`config.mk`:
```
export PLATFORM = sky130hd
export DESIGN_NAME = mvm_ram
export DESIGN_NICKNAME = d
export VERILOG_FILES = /design/src/mvm_ram.sv
export SDC_FILE = /design/constraint.sdc
export NUM_CORES = 1
export LEC_CHECK = 0
export BUFFER_PORTS_ARGS = -buffer_cell sky130_fd_sc_hd__buf_2
export CAP_MARGIN = 20
export CORE_MARGIN = 1
export CORE_UTILIZATION = 45
export CTS_CLUSTER_SIZE = 20
export DETAILED_ROUTE_END_ITERATION = 7
export GPL_ROUTABILITY_DRIVEN = 0
export GPL_TIMING_DRIVEN = 0
export PLACE_DENSITY = 0.69
export RECOVER_POWER = 100
export SLEW_MARGIN = 40
export SYNTH_ARGS = -nofsm -noshare
export SYNTH_HDL_FRONTEND = slang
export SYNTH_SLANG_ARGS = --single-unit
export TNS_END_PERCENT = 50
```
`constraint.sdc`:
```
create_clock -name i_clk -period 11.7 [get_ports i_clk]
set_input_delay 1.755 -clock i_clk [delete_from_list [all_inputs] [get_ports i_clk]]
set_output_delay 1.755 -clock i_clk [all_outputs]
set_load 0.02 [all_outputs]
```
`src/mvm_ram.sv`:
```
`timescale 1ns / 1ps
// Generic single-write, single-read RAM with registered read data.
// No dependencies.
module mvm_ram #(
    parameter int WIDTH = 32,
    parameter int DEPTH = 16
) (
    input  logic                     i_clk,
    input  logic                     i_we,
    input  logic [$clog2(DEPTH)-1:0] i_waddr,
    input  logic [WIDTH-1:0]         i_wdata,
    input  logic [$clog2(DEPTH)-1:0] i_raddr,
    output logic [WIDTH-1:0]         o_rdata
);

    logic [WIDTH-1:0] r_mem [DEPTH];
    logic [WIDTH-1:0] r_rdata;

    always_ff @(posedge i_clk) begin
        if (i_we) begin
            r_mem[i_waddr] <= i_wdata;
        end
        r_rdata <= r_mem[i_raddr];
    end

    assign o_rdata = r_rdata;

endmodule

```
==> run summary <==
Distinct cells, synth -> 18
H-tree Lvls -> 2
CTS Root Cell -> clkbuf_16
Pin count of the biggest net entering global routing -> 17
Worst Setup SP -> i_we
Sw Share -> 20.8%
Clock power frac -> 41.3%
DR DRC count -> 0
Clock Path Buffers -> 3
Power, Total -> 4.07 mW
Vias in the first global route -> 9703
Area Overhead vs Synth -> 14.7%
Status -> finished clean
NetSw -> 0.849 mW
Final instance area -> 22800 um2
Wire length of the first global-routing pass -> 62500 um
Initial antenna violation count -> 0
Post-CTS setup buffers -> 0
Crit-path max FO -> 6
Crit path buf inv count -> 4
Post-CTS Hold Fix Bufs -> 0
# clock sinks -> 544
Die width -> 212 um
Placeable Area -> 43300 um2
Max Freq -> 242 MHz
Register bit total from synthesis -> 544
Syn Nets -> 880
Via density -> 5.67
Pwr dens -> 179 nW/um2
Post-Synth Adder-Cell Area -> 0%
Synthesized area -> 19900 um2
Post-layout min period -> 4.13 ns
Top cells by area, synth -> edfxtp_1 77%, mux4_2 15%, dfxtp_1 3.2%
CP Data Required Time -> 11.94 ns
Post-synth top area share -> 77.4%
Critical path's slowest cell -> nor3_1
Final setup vio count -> 0
CP peak stage delay -> 0.69 ns
Fin. max-slew vios -> 0
Pre-CTS WS -> 7.91 ns
Commonest non-fill, non-tap cell in the layout -> edfxtp_1
First drt pass iteration count -> 5
Critical path's top delay family -> buffers and inverters
Via Count -> 9330
Clock slew at reported path FFs -> 0.06 ns
Area occupied by multi-input gates -> 3620 um2
Setup CP Type -> input pin to register
# IOs -> 74
Overflow after GRT -> 0
P_int -> 3.23 mW
Later-pin clock latency in the skew report -> 0.60 ns
HP Start -> r_mem[15][1]
CTS tree -> built
Final hold vios -> 0
Reg2Reg Launch Point -> r_mem[11][20]
Worst Setup Start Kind -> input pin
Die H -> 212 um
DR WL/cell -> 25.9 um
Maximum VDD drop -> 0.000108 V
Worst setup margin -> 7.57 ns
Worst clock skew -> 0.0137 ns
Worst-Margin Slew -> 1.25 ns
Filler cell count -> 3313
Starting Density -> 45.9%
FF/Latch Area -> 16000 um2
Max-slew headroom -> 16.5%
Routed wire length -> 42600 um
Total track usage -> 19.5%
NumNets Final -> 1057
Most frequent cells in the layout -> 512 x edfxtp_1, 156 x clkbuf_1, 128 x mux4_2
Combinational fraction of design power -> 5.0%
Crit-path cells -> clkbuf_1 -> or3b_2 -> nor3_1 -> clkbuf_1 -> clkbuf_1 -> clkbuf_1
Post-synthesis cell count -> 838
Worst hold path class -> register to register
Input/output buffers -> 71
Avg Cell Area, Syn -> 23.7 um2
Crit end category -> register
1st-iter DRT viols -> 926
Synth area leader -> edfxtp_1
Antenna Nets Post-Route -> 0
Yosys warnings -> 0
Die Footprint -> 45000 um2
Flop pwr share -> 53.8%
Post-cts sizing count -> 0
Row count -> 76
Critical Path AT -> 4.38 ns
TNS Setup -> 0 ns
Area after DPL -> 21700 um2
Total CTS buffers -> 55
Xor/xnor share of the synthesized area -> 0%
Unrepaired setup endpoints after global routing -> no
Share of cells above drive strength 1 -> 20.9%
Lkg Pwr -> 7.11 nW
Post-synthesis sequential area ratio -> 80.7%
Largest family of logic cells by synthesized area -> multiplexers
Post-DP HPWL -> 27000 um
Synth Area in Simple Gates -> 1.27%
Maxcap violations -> 0
Mux cell area share after synthesis -> 14.5%
Compound-Gate Fraction of Synth Area -> 2.42%
Final critical-path share of the clock period -> 35.3%
Most Frequent Cell on Critical Path -> clkbuf_1
==> cells in the mapped netlist, drive strengths merged <==
master,n
edfxtp,512
mux4,128
a22oi,64
nand2,33
dfxtp,32
buf,26
clkbuf,17
nor2,13
nor3,4
nand2b,2
nand3b,2
nor2b,2
and2,1
nand3,1
or3b,1
==> kinds of logic after synthesis <==
kind of cell,count (synthesis)
mux,128
simple gates,59
compound gates,64
flops,544
buf+inv,43
==> routing by layer <==
layer	wire, um	up-vias	share of wire [%]	track usage (%)
met5	0	-	0	0
met4	1040	0	2.4	6.02
met3	3090	82	7.3	3.83
met2	21300	388	50	32.1
met1	17100	4926	40	26.5
li1	-	3934	-	-
==> path summary, 6_finish.rpt <==
path | to | slack [ns] | depth (start not counted)
max reg2reg | o_rdata[20] | 10.28 | 3
max | r_mem[0][28] | 7.57 | 6
min reg2reg | o_rdata[1] | 0.67 | 3
min | o_rdata[1] | 0.67 | 3
==> power by group through the flow <==
stage	Sequential, mW	Combinational, mW	Clock (mW)
finish	2.19	0.203	1.68
global placement	2.23	0.203	0
detailed placement	2.23	0.220	0
global route	2.19	0.218	1.78
CTS	2.19	0.220	1.70
floorplan	2.25	0.105	0
==> through the flow <==
stage	utilization [%]	hold slack [ns]	cells
after global routing	52.6	0.683	1645
after floorplan	-	0.635	838
final	52.6	0.669	1646
after detailed placement	50.2	0.658	1543
after global placement	48.4	0.652	1494
after CTS	54.1	0.672	1645
==> layout make-up <==
class,count,area share [%]
clock inverters,31,1.21
flip-flops and latches,544,70.4
plain buffers,43,0.984
repair buffers,120,2.03
diodes,1,0.0110
well taps,585,3.22
multi-input cells,251,15.9
clock buffers,71,6.31
==> worst min-delay path: stages, from the launching register on <==
cell and delay (ns):
edfxtp_1 0.31, mux4_2 0.22, a22oi_1 0.05, nand2_1 0.06
==> flip-flops by register name (all words and copies together), names as in the netlist <==
register,cells
r_mem,512
o_rdata,32
(Power assumes the default switching activity.)
